<file path="src/hw/rtl/binomial_3x3_downsample_by_two_core_assert.svh">
`ifndef BINOMIAL_3X3_DOWNSAMPLE_BY_TWO_CORE_ASSERT_SVH
`define BINOMIAL_3X3_DOWNSAMPLE_BY_TWO_CORE_ASSERT_SVH

// property must never hold outside reset
`define BD2_ASSERT_NEVER(lbl, expr, msg) \
   lbl: assert property (@(posedge clock) disable iff (reset) !(expr)) else $error(msg);

// antecedent implies consequent in the same cycle
`define BD2_ASSERT_IMPLIES(lbl, ante, cons, msg) \
   lbl: assert property (@(posedge clock) disable iff (reset) (ante) |-> (cons)) else $error(msg);

`endif

</file>
<file path="src/hw/rtl/bd2_fifo.sv">
module bd2_fifo #(
   parameter int Width = 8,
   parameter int Depth = 4
) (
   input  logic                       clock,
   input  logic                       reset,
   input  logic                       push,
   input  logic [Width-1:0]           push_data,
   input  logic                       pop,
   output logic [Width-1:0]           pop_data,
   output logic                       empty,
   output logic                       full,
   output logic [$clog2(Depth+1)-1:0] count
);

   localparam int PtrW = $clog2(Depth);
   localparam int CntW = $clog2(Depth + 1);
   localparam logic [PtrW-1:0] LastPtr = PtrW'(Depth - 1);

   logic [Width-1:0] mem_ff [Depth];
   logic [PtrW-1:0] wr_ptr_ff, wr_ptr_in;
   logic [PtrW-1:0] rd_ptr_ff, rd_ptr_in;
   logic [CntW-1:0] count_ff, count_in;

   always_comb begin
      wr_ptr_in = wr_ptr_ff;
      rd_ptr_in = rd_ptr_ff;
      count_in = count_ff;
      if (push) begin
         wr_ptr_in = (wr_ptr_ff == LastPtr) ? '0 : wr_ptr_ff + 1'b1;
      end
      if (pop) begin
         rd_ptr_in = (rd_ptr_ff == LastPtr) ? '0 : rd_ptr_ff + 1'b1;
      end
      if (push && !pop) begin
         count_in = count_ff + 1'b1;
      end else if (pop && !push) begin
         count_in = count_ff - 1'b1;
      end
   end

   always_ff @(posedge clock) begin
      if (reset) begin
         wr_ptr_ff <= '0;
         rd_ptr_ff <= '0;
         count_ff <= '0;
      end else begin
         wr_ptr_ff <= wr_ptr_in;
         rd_ptr_ff <= rd_ptr_in;
         count_ff <= count_in;
      end
      if (push) begin
         mem_ff[wr_ptr_ff] <= push_data;
      end
   end

   assign pop_data = mem_ff[rd_ptr_ff];
   assign empty = (count_ff == '0);
   assign full = (count_ff == CntW'(Depth));
   assign count = count_ff;

endmodule

</file>
<file path="config.mk">
export PLATFORM = sky130hd
export DESIGN_NAME = bd2_fifo
export DESIGN_NICKNAME = d
export VERILOG_FILES = /design/src/hw/rtl/binomial_3x3_downsample_by_two_core_assert.svh /design/src/hw/rtl/bd2_fifo.sv
export SDC_FILE = /design/constraint.sdc
export NUM_CORES = 1
export LEC_CHECK = 0
export CAP_MARGIN = 20
export CORE_MARGIN = 10
export CORE_UTILIZATION = 44
export DETAILED_ROUTE_END_ITERATION = 8
export DONT_BUFFER_PORTS = 1
export SLEW_MARGIN = 20
export SYNTH_ARGS = -nofsm -noshare
export SYNTH_HDL_FRONTEND = slang
export SYNTH_SLANG_ARGS = --single-unit
</file>
<file path="constraint.sdc">
create_clock -name clock -period 1.8 [get_ports clock]
set_input_delay 0.36 -clock clock [delete_from_list [all_inputs] [get_ports clock]]
set_output_delay 0.36 -clock clock [all_outputs]
set_load 0.005 [all_outputs]
</file>
* Word level (Yosys, flattened, before mapping)
Memories as Yosys holds them, arrays and structs flattened. A register that Yosys moved wholly into a read port is not among the register bits.
Cells that the tools add are included.
** Storage, ports and cells
- Register bits :: 7
- Memory bits (writable) :: 32
- Output and inout port bits :: 13
- Logic and storage cells :: 25
- Memories :: 1
** Cells by class
- Add/subtract/negate cells :: 4
- Equality and inequality tests :: 3
- Multiplexer cells :: 8
- Reductions and logical operators :: 6
** Memories
- mem_ff :: words 4, bits a word 8, read ports 1, clocked after Yosys merged registers in 1, write ports 1, RTL line bd2_fifo.sv:20 : logic [Width-1:0] mem_ff [Depth];
** Operators with widths (count)
- two-way mux 2 bit :: 4
- two-way mux 3 bit :: 2
- adder 2 x 1 -> 2 bit (second input constant) :: 2
- == test 2 bit (second input constant) :: 2
- adder 3 x 1 -> 3 bit (second input constant) :: 1
- == test 3 bit (second input constant) :: 1
- logical NOT 3 bit :: 1
- subtractor 3 x 1 -> 3 bit (second input constant) :: 1
- logical AND 1 bit :: 2
- logical NOT 1 bit :: 2
- two-way mux 1 bit :: 2
- nonzero test 2 bit :: 1

* Logic depth before layout (Yosys ltp)
- Depth in word-level cells :: 4
- Gate-level depth with buffers :: 7
- Gate-level depth less buffers :: 7

* Worst setup path before layout
Ideal clock, no wire load.
- Path type :: input port to flip-flop
- Start :: in pop
- End :: reg count_ff[2] (netlist: count[2])
- Library setup time :: 0.070 ns
- Arrival time :: 1.552 ns
- Setup slack :: 0.178 ns
- Stages on the path :: 7
- Buffers on the path :: 0
- Path through :: inv_1 -> ha_1 -> inv_1 -> fa_1 -> xor2_1 -> or3_1 -> a21oi_1
** On the way
- Longest elaborated chain between the ends :: 3
** RTL lines
- start, declared :: RTL line bd2_fifo.sv:9 : input logic pop,
- logical NOT 1 bit :: RTL line bd2_fifo.sv:35 : if (push && !pop) begin
- logical AND 1 bit :: RTL line bd2_fifo.sv:35
- two-way mux 3 bit / nonzero test 2 bit (equally long branches)
- end signal, assigned :: RTL line bd2_fifo.sv:50 : count_ff <= count_in;
- end, declared :: RTL line bd2_fifo.sv:23 : logic [CntW-1:0] count_ff, count_in;
Parallel ways exist; a longest one is shown, timed or not.
A chain may end at the register's enable or synchronous reset.

==> impl_metrics.csv <==
group,metric,value,unit
yosys,syn_area_per_cell,18.6,um^2
clock_tree,clk_latency,340,ps
yosys,synth_nets,105,
setup_path,crit_path_start_kind,"register",
global_routing,antenna_found_initial,0,
floorplanning,die-area,6440,um^2
timing,skew,7.35,ps
setup_path,worstPathMaxFanout,8,
setup_path,critPathCaptureType,"output port",
yosys,ys.flop_type,"edfxtp_1",
clock_tree,clockBufferDepth,2,
setup_path,cp_data_required_time,1440,ps
global_routing,grt_use_total,8.66,%
clock_tree,clock-sinks,41,
placed_design,dp_slack,90.4,ps
routing,drtIter0Drc,50,
routing,drc,0,
final_layout,syn2layout_area_growth,7.36,%
timing,max_freq,580,MHz
floorplanning,rows,21,
setup_path,arrival,1370,ps
timing,worst_slew_pin_slew,427,ps
routing,wl_met1,954,um
timing,worst_slew_margin_rel,71.5,%
clock_tree,path_clk_slew,110,ps
yosys,syn_inst,86,
yosys,synth.cell_area,1600,um^2
global_routing,globalRoute.totalOverflow,0,
floorplanning,initial_utilization,46.8,%
run,drv_cap,0,
timing,setup_viol_count_final,0,
pwr,ir_drop,0.509,mV
placed_design,place.gp.congestion,0.650,
outcome,status,"finished, final reports clean",
setup_path,crit_type,"reg2out",
yosys,synth_edf_count,32,
pwr,power_density,996,nW/um^2
setup_path,reg2reg_setup_slack,280,ps
yosys,synth_common_cells,"32 x edfxtp_1, 9 x dfxtp_1, 8 x mux4_2",
global_routing,grt_max_degree,14,
timing,grt_setup_unrepaired,"no",
placed_design,postPlaceCellArea,1650,um^2
clock_tree,holdBufCountCts,0,
yosys,ys_types,17,
timing,period_share,95.9,%
global_routing,grt_pass1_vias,783,
timing,tns,0,ps
timing,timing.final.hold_violations,0,
routing,antenna_left,0,
clock_tree,numCtsBuffers,5,
timing,maxSlewViolCount,0,
routing,top_layer_used,"met4",
clock_tree,cts.htree.levels,2,
floorplanning,die_h,80.3,um
routing,wl_met2,1240,um
yosys,synth_top_area_cell,"edfxtp_1",
pwr,power.leakage,0.000590,uW
timing,min_period,1730,ps
routing,detail_route.vias_per_cell,5.17,
routing,wl,2530,um
final_layout,drive_gt1_share,19.4,%
global_routing,grt_pass1_wl,4050,um
yosys,synth_most_common_cell,"edfxtp_1",
clock_tree,tritoncts,"yes",
yosys,ys_warn_count,0,
routing,firstDrtPassIters,4,
floorplanning,ios,25,
placed_design,dpl.hpwl,1810,um
routing,wl_per_cell,18.2,um
routing,dr_wl_met3,295,um
clock_tree,cts-root-buf,"clkbuf_4",
min_path,min_path_type,"in2reg",
final_layout,nets,111,
placed_design,numPortBuffers,0,
routing,num_vias,718,
yosys,ys_ff_latch,41,
floorplanning,core_area,3420,um^2
pwr,finalPower,1710,uW
floorplanning,die_w,80.3,um
yosys,synth_top_area_share,60.1,%
final_layout,antennaDiodeCount,0,
clock_tree,post_cts_buffers,0,
final_layout,fin_util,50.2,%
final_layout,fillers,299,
yosys,async_reset_ff_share,0,%
final_layout,final_area,1720,um^2
yosys,synth_area_leaders,"edfxtp_1 60%, dfxtp_1 11%, mux4_2 11%",
timing,setup_slack,74.7,ps
yosys,yosysSeqAreaShare,71.4,%
-- worst paths after layout --
check                     from          end  cells past startpoint
setup / recovery      register  pop_data[6]                      2
hold / removal           reset     count[2]                      1
setup reg to reg      count[0]     count[2]                      4
hold reg to reg   rd_ptr_ff[0]     register                      2
-- kinds of logic (layout without fill, tap and decap cells) --
group | count (synthesis) | in the layout | share of synthesized area (%)
xor+xnor | 2 | 2 | 1.10
compound gates | 3 | 3 | 0.939
mux | 12 | 12 | 13.8
buf+inv | 6 | 13 | 1.96
simple gates | 15 | 15 | 4.85
fa+ha+maj | 7 | 7 | 5.95
flops | 41 | 41 | 71.4
-- what timing repair did --
action | CTS | global route
setup endpoints to repair | 8 | 8
resized for setup | 1 | 3
pin swaps | 0 | 0
-- critical path: stages, from the launching register on --
cell,delay (ps)
dfxtp_2,360
buf_12,140
mux4_2,530
-- placed cells by master (no fill, tap or decap), types with 2 or more instances in the layout --
master,Yosys,routed
mux4_2,8,8
edfxtp_1,32,32
clkbuf_4,0,5
dfxtp_1,9,8
mux2i_1,4,4
a21oi_1,2,2
ha_1,6,6
inv_1,4,4
nor2_1,7,7
nor3b_1,2,2
clkinv_2,0,2
and2_1,4,4
xor2_1,2,2
-- power breakdown --
part | total (uW) | switching, uW | leakage (uW) | internal (uW)
Combinational | 158 | 75.8 | 0.000190 | 81.9
Clock | 432 | 284 | 0.0000310 | 147
Sequential | 1120 | 41.6 | 0.000369 | 1080
Total | 1710 | 402 | 0.000590 | 1310
-- per-stage QoR --
step	std cells	hold WS, ps
2_1_floorplan	86	429
3_3_place_gp	131	432
3_5_place_dp	131	435
4_1_cts	139	45.0
5_1_grt	139	38.8
6_report	139	67.4
-- flip-flops by register name (all words and copies together), names as in the netlist, named ones only --
signal,cells
wr_ptr_ff,2
mem_ff,32
count,3
rd_ptr_ff,2
-- layout make-up --
| class | count | area (um^2) | share of cell area (%) |
|---|---|---|---|
| Clock inverter | 3 | 17.5 | 1.02 |
| Clock buffer | 5 | 37.5 | 2.19 |
| Timing Repair Buffer | 1 | 20.0 | 1.17 |
| Sequential cell | 41 | 1140 | 66.6 |
| Inverter | 4 | 15.0 | 0.875 |
| Multi-Input combinational cell | 39 | 425 | 24.8 |
| Tap cell | 46 | 57.6 | 3.36 |
-- routing by layer --
metal / up-vias / track usage, %
met1: 344 / 8.33
met5: - / 0
met2: 34 / 14.0
li1: 335 / -
met3: 5 / 5.12
met4: 0 / 5.28
No activity file was read; power rests on OpenSTA's default activity.
