## config.mk

```make
export PLATFORM = sky130hd
export DESIGN_NAME = bd2_front
export DESIGN_NICKNAME = d
export VERILOG_FILES = /design/src/hw/rtl/binomial_3x3_downsample_by_two_core_assert.svh /design/src/hw/rtl/bd2_pkg.sv /design/src/hw/rtl/bd2_front.sv
export SDC_FILE = /design/constraint.sdc
export NUM_CORES = 1
export LEC_CHECK = 0
export BUFFER_PORTS_ARGS = -buffer_cell sky130_fd_sc_hd__buf_2
export CAP_MARGIN = 5
export CORE_MARGIN = 4
export CORE_UTILIZATION = 51
export CTS_CLUSTER_SIZE = 16
export DETAILED_ROUTE_END_ITERATION = 7
export GPL_TIMING_DRIVEN = 1
export PLACE_DENSITY = 0.78
export SLEW_MARGIN = 30
export SYNTH_ARGS = -nofsm -noshare
export SYNTH_HDL_FRONTEND = slang
export SYNTH_SLANG_ARGS = --single-unit
```

## constraint.sdc

```tcl
create_clock -name clock -period 4.3 [get_ports clock]
set_input_delay 0 -clock clock [delete_from_list [all_inputs] [get_ports clock]]
set_output_delay 0 -clock clock [all_outputs]
set_load 0.01 [all_outputs]
```

## src/hw/rtl/binomial_3x3_downsample_by_two_core_assert.svh

```systemverilog
`ifndef BINOMIAL_3X3_DOWNSAMPLE_BY_TWO_CORE_ASSERT_SVH
`define BINOMIAL_3X3_DOWNSAMPLE_BY_TWO_CORE_ASSERT_SVH

// property must never hold outside reset
`define BD2_ASSERT_NEVER(lbl, expr, msg) \
   lbl: assert property (@(posedge clock) disable iff (reset) !(expr)) else $error(msg);

// antecedent implies consequent in the same cycle
`define BD2_ASSERT_IMPLIES(lbl, ante, cons, msg) \
   lbl: assert property (@(posedge clock) disable iff (reset) (ante) |-> (cons)) else $error(msg);

`endif

```

## src/hw/rtl/bd2_pkg.sv

```systemverilog
package bd2_pkg;

   localparam int MAX_WIDTH_DEFAULT = 2048;
   localparam int LANES = 4;
   localparam int PIX_W = 8;
   localparam int VSUM_W = 10;
   localparam int TOT_W = 12;
   localparam int DATA_W = LANES * PIX_W;
   localparam int PART_W = LANES * VSUM_W;
   localparam int CFG_WIDTH_W = 12;
   localparam int CFG_HEIGHT_W = 16;
   localparam int CSR_DATA_W = 16;
   localparam int CSR_ADDR_W = 1;
   localparam int CMD_DEPTH = 4;
   localparam int RES_DEPTH = 4;

   localparam logic [CSR_ADDR_W-1:0] REG_IN_WIDTH = 1'd0;
   localparam logic [CSR_ADDR_W-1:0] REG_IN_HEIGHT = 1'd1;

   localparam logic [CFG_WIDTH_W-1:0] IN_WIDTH_RESET = 12'd640;
   localparam logic [CFG_HEIGHT_W-1:0] IN_HEIGHT_RESET = 16'd480;

   typedef struct packed {
      logic [DATA_W-1:0] pix;
      logic row_odd;
      logic emit_row;
      logic col_zero;
      logic col_odd;
      logic col_last;
      logic row_last;
   } cmd_type;

   typedef struct packed {
      logic [DATA_W-1:0] pix;
      logic eol;
      logic eof;
   } res_type;

endpackage

```

## src/hw/rtl/bd2_front.sv

```systemverilog
module bd2_front #(
   parameter int MaxWidth = bd2_pkg::MAX_WIDTH_DEFAULT
) (
   input  logic                            clock,
   input  logic                            reset,
   input  logic                            csr_we,
   input  logic [bd2_pkg::CSR_ADDR_W-1:0]  csr_addr,
   input  logic [bd2_pkg::CSR_DATA_W-1:0]  csr_wdata,
   input  logic                            req_tvalid,
   output logic                            req_tready,
   input  logic [bd2_pkg::DATA_W-1:0]      req_tdata,
   input  logic                            cmd_full,
   output logic                            cmd_push,
   output bd2_pkg::cmd_type                cmd,
   output logic [$clog2(MaxWidth)-1:0]     cmd_col
);

   localparam int ColW = $clog2(MaxWidth);
   localparam int CmpW = (ColW + 1 > bd2_pkg::CFG_WIDTH_W) ? ColW + 1 : bd2_pkg::CFG_WIDTH_W;
   localparam int RowW = bd2_pkg::CFG_HEIGHT_W;
   localparam logic [CmpW-1:0] MaxW = CmpW'(MaxWidth);

   logic [bd2_pkg::CFG_WIDTH_W-1:0] in_width_ff, in_width_in;
   logic [RowW-1:0] in_height_ff, in_height_in;
   logic [ColW-1:0] col_ff, col_in;
   logic [RowW-1:0] row_ff, row_in;

   logic [CmpW-1:0] w_raw, w_eff;
   logic [RowW-1:0] h_eff;
   logic [CmpW-1:0] col_ext;
   logic [ColW-1:0] c;
   logic [RowW-1:0] r;
   logic col_last, row_last, accept;

   always_comb begin
      w_raw = CmpW'(in_width_ff);
      if (w_raw == '0) begin
         w_eff = CmpW'(1);
      end else if (w_raw > MaxW) begin
         w_eff = MaxW;
      end else begin
         w_eff = w_raw;
      end
      h_eff = (in_height_ff == '0) ? RowW'(1) : in_height_ff;
      col_ext = CmpW'(col_ff);
      c = (col_ext >= w_eff) ? '0 : col_ff;
      r = (row_ff >= h_eff) ? '0 : row_ff;
      col_last = (CmpW'(c) == w_eff - 1'b1);
      row_last = (r == h_eff - 1'b1);
   end

   assign req_tready = !cmd_full;
   assign accept = req_tvalid && !cmd_full;

   always_comb begin
      in_width_in = in_width_ff;
      in_height_in = in_height_ff;
      col_in = col_ff;
      row_in = row_ff;
      if (csr_we) begin
         case (csr_addr)
            bd2_pkg::REG_IN_WIDTH: in_width_in = csr_wdata[bd2_pkg::CFG_WIDTH_W-1:0];
            bd2_pkg::REG_IN_HEIGHT: in_height_in = csr_wdata[RowW-1:0];
            default: ;
         endcase
      end
      if (accept) begin
         if (col_last) begin
            col_in = '0;
            row_in = row_last ? '0 : r + 1'b1;
         end else begin
            col_in = c + 1'b1;
            row_in = r;
         end
      end
   end

   always_ff @(posedge clock) begin
      if (reset) begin
         in_width_ff <= bd2_pkg::IN_WIDTH_RESET;
         in_height_ff <= bd2_pkg::IN_HEIGHT_RESET;
         col_ff <= '0;
         row_ff <= '0;
      end else begin
         in_width_ff <= in_width_in;
         in_height_ff <= in_height_in;
         col_ff <= col_in;
         row_ff <= row_in;
      end
   end

   always_comb begin
      cmd.pix = req_tdata;
      cmd.row_odd = r[0];
      cmd.emit_row = (!r[0] && (|r[RowW-1:1])) || (r[0] && row_last);
      cmd.col_zero = (c == '0);
      cmd.col_odd = c[0];
      cmd.col_last = col_last;
      cmd.row_last = row_last;
   end

   assign cmd_push = accept;
   assign cmd_col = c;

endmodule

```

[Yosys cells after proc, flatten, opt, wreduce, memory -nomap -nowiden]
Index checks and enable logic that the tools add are counted.
Word-level totals
  input bits: 54
  logic and storage cells: 34
  register bits after elaboration: 55
Cells by class
  $add $sub $neg: 4
  magnitude comparators: 3
  multiplexer cells: 8
  reduce and logical (&&, ||, !) cells: 12
  bitwise gates (word level): 1
  equal/unequal tests: 2
Operator list (number)
  two-way mux 16 bit: 4
  two-way mux 12 bit: 2
  two-way mux 11 bit: 2
  adder 16 x 1 -> 16 bit, second input constant: 1
  equality test 16 bit: 1
  >= comparator 16 bit: 1
  zero test 16 bit: 1
  subtractor 16 x 1 -> 16 bit, second input constant: 1
  OR reduction 15 bit: 1
  equality test 11 x 12 -> 1 bit: 1
  >= comparator 11 x 12 -> 1 bit: 1
  greater-than comparator 12 bit, second input constant: 1
  zero test 12 bit: 1
  subtractor 12 x 1 -> 12 bit, second input constant: 1
  adder 11 x 1 -> 11 bit, second input constant: 1
  zero test 11 bit: 1
  AND reduction 2 bit: 2
  logical AND 1 bit: 3
  zero test 1 bit: 2
  logical OR 1 bit: 1
  NOT 1 bit: 1

[Logic depth before layout (Yosys ltp)]
  depth in word-level cells: 7
  mapped depth: 22
  mapped depth without buffers: 18

[Worst setup path after synthesis]
OpenSTA, ideal clock, no wires.
  path type: reg2reg
  start: register in_height_ff[4]
  end: register row_ff[14]
  buffers on the path: 4
  arrival: 4.438 ns
  period minus slack after synthesis: 4.555 ns
  setup slack: -0.255 ns
  library setup time: 0.118 ns
  stages on the path, launching flop included: 23
  cells stage by stage: dfxtp_1 clkbuf_1 or4_1 clkbuf_1 nor4_1 nor2_1 inv_1 ha_1 nand2b_1 a2111oi_0 or4_4 and3_1 buf_2 clkbuf_1 and2_1 ha_1 nand3_1 nor2_1 and2_0 and3_1 nand3_1 a21oi_1 o21ai_1
Between the ends
  cells in the longest elaborated chain, start to end: 7
  elaborated cells between the ends (all ways): 9
  classes of those cells: add/sub (2); order compare (1); eq/ne (1); mux (4); reduce/logical (1)
Ends and longest elaborated chain
  start, declared: RTL line bd2_front.sv:24  | logic [RowW-1:0] in_height_ff, in_height_in;
  start signal, assigned: RTL line bd2_front.sv:81  | in_height_ff <= bd2_pkg::IN_HEIGHT_RESET;
  start signal, assigned: RTL line bd2_front.sv:86  | in_height_ff <= in_height_in;
  zero test 16 bit: RTL line bd2_front.sv:44  | h_eff = (in_height_ff == '0) ? RowW'(1) : in_height_ff;
  two-way mux 16 bit (*): RTL line bd2_front.sv:44
  >= comparator 16 bit: RTL line bd2_front.sv:47  | r = (row_ff >= h_eff) ? '0 : row_ff;
  two-way mux 16 bit: RTL line bd2_front.sv:47
  adder 16 x 1 -> 16 bit or equality test 16 bit (tied branches): RTL line bd2_front.sv:70, bd2_front.sv:49
  two-way mux 16 bit: RTL line bd2_front.sv:70  | row_in = row_last ? '0 : r + 1'b1;
  two-way mux 16 bit (*): RTL line bd2_front.sv:68  | if (col_last) begin
  end signal, assigned: RTL line bd2_front.sv:88  | row_ff <= row_in;
  end, declared: RTL line bd2_front.sv:26  | logic [RowW-1:0] row_ff, row_in;
Every way passes the cells marked *; elsewhere a longest branch is shown, timed or not.
A chain may end at the register's enable or synchronous reset.

==> metrics.md <==
| Metric | Value |
|---|---|
| Status | finished, final reports clean |
| Area of the die | 0.01169 mm2 |
| Site Rows | 36 |
| Die Y | 108.1 um |
| Die width | 108.1 um |
| Max VDD drop | 0.1359 mV |
| Count of unique library cells instantiated by Yosys | 82 |
| Cell count after synthesis | 702 |
| Smallest hold slack | 0.004435 ps |
| Register area share after synthesis | 21.54% |
| Final ANT Viol Nets | 0 |
| Post-Syn Area | 0.005112 mm2 |
| Power Total | 1.216 mW |
| Final period util | 97.21% |
| CP max stage cell | or4_4 |
| Root buffer cell | clkbuf_8 |
| RSZ-0062 raised after global routing | yes |
| Setup crit end kind | primary output |
| CTS tree | done |
| CTS Buffer Depth | 2 |
| CTS HTree Levels | 2 |
| First-pass GRT wire length | 24610 um |
| Pre-CTS setup slack | 83.26 ps |
| Fmax | 239.2 MHz |
| Max cap viols | 0 |
| CP Max Fanout | 5 |
| RD Place Congestion | 0.9431 |
| WL per Instance | 17.03 um |
| Final Routed Wirelength | 14900 um |
| FF+latch count, synth | 55 |
| Startpoint Class | register |
| Gr usage total | 25.53% |
| Syn Nets | 788 |
| Endpoints failing setup | 0 |
| Worst-skew pair later-pin latency | 320 ps |
| Core ar. | 0.009774 mm2 |
| Hpwl dp | 11290 um |
| Share of cells above drive strength 1 | 17.79% |
| Power per cell area | 207.9 mW/mm2 |
| Measured slew at the worst slew-check pin | 924.6 ps |
| Data required, critical path | 4300 ps |
| Final core occ | 59.83% |
| # clock sinks | 55 |
| CP Buf/Inv Count | 3 |
| Setup TNS Final | 0 ps |
| Final Hold Fails | 0 |
| Fin worst setup slack | 120.2 ps |
| Avg Inst Size Synth | 7.283 um2 |
| Slew headroom | 38.13% |
| # diodes | 0 |
| Inserted Clock Buffers | 5 |
| Vias per cell | 6.127 |
| Worst Hold Class | in -> out |
| Yosys Warn Count | 0 |
| Fin crit period | 4180 ps |
| # port buffers | 40 |
| Critical Path AT | 4180 ps |
| Leakage | 2.381 nW |
| Initial Utilization | 52.30% |
| Post-synth EDFFs | 0 |
| Delay of the slowest critical-path stage | 570 ps |
| Iteration-0 DRC count of the detailed router | 369 |
| Number of global-route vias before repair | 5194 |
| Commonest non-fill, non-tap cell in the layout | nand2_1 |
| Vias | 5361 |
| First-pass DRT Iterations | 5 |
| Crit path kind | reg -> out |
| Clock transition at path regs | 90 ps |
| Largest net degree at the start of global routing | 41 |
| I/O pins | 105 |
| Asr flop ratio synth | 0% |
| CP Cell Sequence | or4_4, nor4_4, nor2_2, inv_1, ha_1, nand2b_4, a2111oi_4, or4_4, o2111a_1, o32ai_2, o211ai_1, a2111oi_4, buf_4, o221a_4, buf_6 |
| Most frequent cells in the layout | 104 x nand2_1, 55 x dfxtp_1, 47 x a21oi_1, 47 x buf_4, 45 x nor2_1 |
| Worst clock skew | 12.72 ps |
| Crit-path leading delay family | simple AND/OR/NAND/NOR gates |
| Nets@finish | 827 |
| Area grow syn2layout | 14.39% |
| Initial antenna violation count | 0 |
| Final Max Slew Viols | 0 |
| Drt drc | 0 |
| Top FF cell, synth | dfxtp_1 |
| GRT Residual Overflow | 0 |
[report_power, final]
group | internal [mW] | switching [mW] | leakage (nW)
clock network | 0.189 | 0.177 | 0.0612
registers | 0.523 | 0.0127 | 0.447
logic | 0.132 | 0.182 | 1.87
total | 0.845 | 0.371 | 2.38
[path summary, 6_finish.rpt]
path                                              startpoint                     endpoint  cells after the start  slack, ps
worst max register to register  in_height_ff[9]$_SDFFE_PP0P_       row_ff[5]$_SDFFE_PP0P_                     16        160
worst min register to register   in_width_ff[0]$_SDFFE_PP0P_  in_width_ff[0]$_SDFFE_PP0P_                      2        510
worst max-delay path            in_height_ff[9]$_SDFFE_PP0P_                       cmd[4]                     15        120
worst min-delay path                           req_tdata[19]                      cmd[25]                      0      0.004
[cell usage after synthesis (8+ instances only)]
master,n,area (um2)
nor3_1,21,105.1
clkbuf_1,31,116.4
ha_1,32,400.4
and2_1,14,87.58
o211ai_1,14,105.1
o21ai_0,19,95.09
nor4_1,12,75.07
nor2_1,46,172.7
xnor2_1,20,175.2
buf_4,35,262.8
nand4_1,19,118.9
nand2_1,104,390.4
inv_1,34,127.6
nand2b_1,11,68.82
a21oi_1,47,235.2
nor3b_1,8,60.06
and3_1,11,68.82
nand3_1,30,150.1
dfxtp_1,55,1101
[state kept, by name, summed over array words and instances (netlist names)]
| register | flops |
|---|---|
| col_ff | 11 |
| in_height_ff | 16 |
| row_ff | 16 |
| in_width_ff | 12 |
[repair_timing]
item,CTS,global route
setup buffers,0,3
hold buffers,16,0
gates resized for setup,4,17
pin swaps,1,9
setup endpoints to repair,1,18
endpoints found under the hold margin,28,0
[per-layer routing]
layer	track usage [%]	vias to the layer above	share of wire (%)
met2	45.07	190	50
li1	-	2590	-
met1	31.80	2534	42
met3	3.343	47	5.4
met5	0	-	0
met4	9.017	0	3.0
[through the flow]
stage               instance area, um2  std cells
floorplan                         5122        702
global placement                  5431        848
detailed placement                5431        848
CTS                               5732        872
global route                      5848        875
finish                            5848        875
[cells by family after synthesis]
kind of cell,share of synthesized area [%]
compound gates,21.56
xor+xnor,4.552
fa+ha+maj,7.832
buf+inv,10.72
flops,21.54
mux,1.419
simple gates,32.38
[layout make-up]
type                    count  area [um2]
flip-flops and latches     55        1101
clock inverters             2       35.03
repair buffers            104       739.5
clock buffers               6       82.58
inverters                  36       135.1
multi-input cells         539        3588
fillers                   917        3926
well taps                 133       166.4
Power figures use the tool's default switching activity.
